### src/hw/rtl/mpbm_ram.sv
module mpbm_ram #(
  parameter int WIDTH = 8,
  parameter int DEPTH = 16
) (
  input  logic                     clk,
  input  logic                     wr_en,
  input  logic [$clog2(DEPTH)-1:0] wr_addr,
  input  logic [WIDTH-1:0]         wr_data,
  input  logic [$clog2(DEPTH)-1:0] rd_addr,
  output logic [WIDTH-1:0]         rd_data
);

  logic [WIDTH-1:0] mem [DEPTH];
  logic [WIDTH-1:0] rd_data_r;

  always_ff @(posedge clk) begin
    if (wr_en) begin
      mem[wr_addr] <= wr_data;
    end
    rd_data_r <= mem[rd_addr];
  end

  assign rd_data = rd_data_r;

endmodule

### config.mk
export PLATFORM = sky130hd
export DESIGN_NAME = mpbm_ram
export DESIGN_NICKNAME = d
export VERILOG_FILES = /design/src/hw/rtl/mpbm_ram.sv
export SDC_FILE = /design/constraint.sdc
export NUM_CORES = 1
export LEC_CHECK = 0
export BUFFER_PORTS_ARGS = -buffer_cell sky130_fd_sc_hd__buf_2
export CORE_ASPECT_RATIO = 0.6
export CORE_MARGIN = 2
export CORE_UTILIZATION = 50
export CTS_BUF_LIST = sky130_fd_sc_hd__clkbuf_8
export DETAILED_ROUTE_END_ITERATION = 6
export PLACE_DENSITY_LB_ADDON = 0.05
export SLEW_MARGIN = 20
export SYNTH_ARGS = -nofsm -noshare
export SYNTH_HDL_FRONTEND = slang
export SYNTH_SLANG_ARGS = --single-unit
### constraint.sdc
create_clock -name clk -period 2.2 [get_ports clk]
set_input_delay 0.11 -clock clk [delete_from_list [all_inputs] [get_ports clk]]
set_output_delay 0.11 -clock clk [all_outputs]
set_load 0.01 [all_outputs]
==> out/metrics.yaml <==
outcome:
  status: "completed"
timing:
  rsz0062_at_grt: "false"
  finalCritPeriodShare: 0.676
  tns_ns: 0
  fmax_mhz: 672
  whs_ns: 0.0586
  slew_viol_final: 0
  finalHoldViolCount: 0
  setup_viol_count_final: 0
  clock_skew_ns: 0.0104
  relSlewSlack: 0.568
  finalCriticalPeriod_ns: 1.49
  layout_setup_ws_ns: 0.712
  tightest_slew_ns: 0.646
floorplan:
  dieWidth_um: 135
  start_util: 0.517
  die_h_um: 82.6
  io-pin-count: 26
  core_um2: 9950
  core.rowCount: 28
  die_area_um2: 11100
yosys:
  syn_inst: 229
  synth_top_area_cell: "edfxtp_1"
  ys_warn_count: 0
  synth_cell_types: 19
  yosys.area.top_type_share: 0.747
  syn_nets: 247
  synth-seq-area-share: 0.778
  ys_ff_latch: 136
  ys_top_cells_by_area: "edfxtp_1 75%, mux4_2 7.9%, mux4_1 7.1%, dfxtp_1 3.1%, a22oi_1 2.3%"
  syn_area_um2: 5150
  syn_avg_cell_area_um2: 22.5
pwr:
  leakage_nw: 2.02
  netSwitchingFraction: 0.217
  intPower_mw: 4.13
  pwr-share-comb: 0.053
  ir_drop_mv: 0.603
  switching_power_mw: 1.15
  p_per_area_nw_per_um2: 887
  clkPwrFrac: 0.396
  seqPwrFrac: 0.551
clocking:
  postCtsHoldBufs: 0
  clk-insertion-delay-late_ns: 0.44
  cts_setup_buffers: 0
  ctsHtreeMaxLevel: 4
  root_buffer: "clkbuf_8"
  ctsResizeCount: 0
  clockBufferDepth: 2
  clk_pin_slew_ns: 0.08
  cts_inserted_buffers: 17
  cts_tree: "built"
  clkSinkCount: 136
placed_design:
  place_hpwl_um: 6640
  place_ws_ns: 0.425
  gp_congestion: 0.800
  port_buffers: 25
final_layout:
  nets: 304
  mostFrequentLayoutCell: "edfxtp_1"
  syn_to_final_growth_pct: 15.6
  regArea_um2: 4000
  multiInputGateArea_um2: 1060
  diodes: 0
  fillCellCount: 760
  drive_gt1_frac: 0.324
  layout_common_cells: "128 x edfxtp_1, 25 x buf_2, 22 x buf_4"
global_routing:
  antenna_found_initial: 0
  grt.overflow.total: 0
  grt_first_pass_wirelength_um: 15500
  track_usage: 0.209
  grt_max_degree: 17
  grt_pass1_vias: 2528
min_path:
  hold_class: "in2reg"
worst_setup_path:
  ff2ff_setup_slack_ns: 0.71
  startpoint_type: "register"
  cpPeakStageDelay_ns: 0.50
  crit_required_ns: 2.52
  arrival_ns: 1.81
  worstSetupPathType: "reg2reg"
  crit_chain: "mux4_1 -> a22oi_1 -> nand2_1"
  end_kind: "register"
  crit_fanout: 1
  slowest_stage: "mux4_1"
run:
  drv_cap: 0
detailed_routing:
  dr.pass1.iters: 5
  num_vias: 2460
  drt_iter0_drc: 193
  drc_errors: 0
  viasPerCell: 5.67
  routed_wirelength_um: 10300
  postRouteAntennaNets: 0
  drt-wirelength-per-cell_um: 23.7
-- cell families after synthesis --
group | after synthesis | synth area share
multiplexers | 32 | 0.150
AND/OR/NAND/NOR | 35 | 0.0318
buffers and inverters | 10 | 0.0168
flip-flops | 136 | 0.778
AO/OA/AOI/OAI | 16 | 0.0233
-- synthesized netlist by cell type --
library cell,count
nand3_1,1
edfxtp_1,128
a22oi_1,16
nor2_1,13
clkdlybuf4s25_2,3
buf_2,3
or3b_2,1
mux4_2,18
buf_4,1
dfxtp_1,8
nand2b_1,2
mux4_1,14
nand3b_1,2
and2_1,1
buf_6,3
and2b_1,1
nor2b_1,1
nor3_1,4
nand2_1,9
-- flip-flops by register name (all words and copies together) (netlist names) --
register  cells
mem         128
rd_data       8
-- area by class of cell --
class	count	area share
Sequential cell	136	0.673
Clock inverter	15	0.0299
Timing Repair Buffer	48	0.0521
Tap cell	135	0.0284
Clock buffer	17	0.0393
Multi-Input combinational cell	83	0.178
-- final timing paths --
path                                  from         end  cells past startpoint
worst max-delay path             mem[3][1]  rd_data[1]                      3
worst max register to register   mem[3][1]  rd_data[1]                      3
worst min-delay path            wr_data[4]   mem[5][4]                      1
worst min register to register  mem[14][6]  rd_data[6]                      3
-- metal layers --
metal | vias to the layer above | wire, um | GRT usage
li1 | 1087 | - | -
met1 | 1313 | 5150 | 0.311
met2 | 52 | 4670 | 0.305
met3 | 8 | 407 | 0.0482
met4 | 0 | 71 | 0.0813
met5 | - | 0 | 0
-- through the flow --
step,util,cells,cell area [um^2],power (mW)
after global placement,0.557,402,5540,3.25
after global routing,0.598,434,5950,5.47
after detailed placement,0.557,402,5540,3.25
after floorplan,-,229,5150,3.12
after CTS,0.598,434,5950,5.34
final,0.598,434,5950,5.28
-- power by group through the flow --
stage / combinational (mW) / clock [mW] / sequential [mW]
2_1_floorplan: 0.147 / 0 / 2.97
3_3_place_gp: 0.281 / 0 / 2.97
3_5_place_dp: 0.283 / 0 / 2.97
4_1_cts: 0.284 / 2.14 / 2.91
5_1_grt: 0.304 / 2.25 / 2.92
6_report: 0.280 / 2.09 / 2.91
-- worst max-delay path, delay by kind of cell (launching register included) --
kind,cells,cell delay [ns]
multiplexers,1,0.50
AO/OA/AOI/OAI,1,0.39
flip-flops,1,0.38
AND/OR/NAND/NOR,1,0.10
No activity file was read; power rests on OpenSTA's default activity.
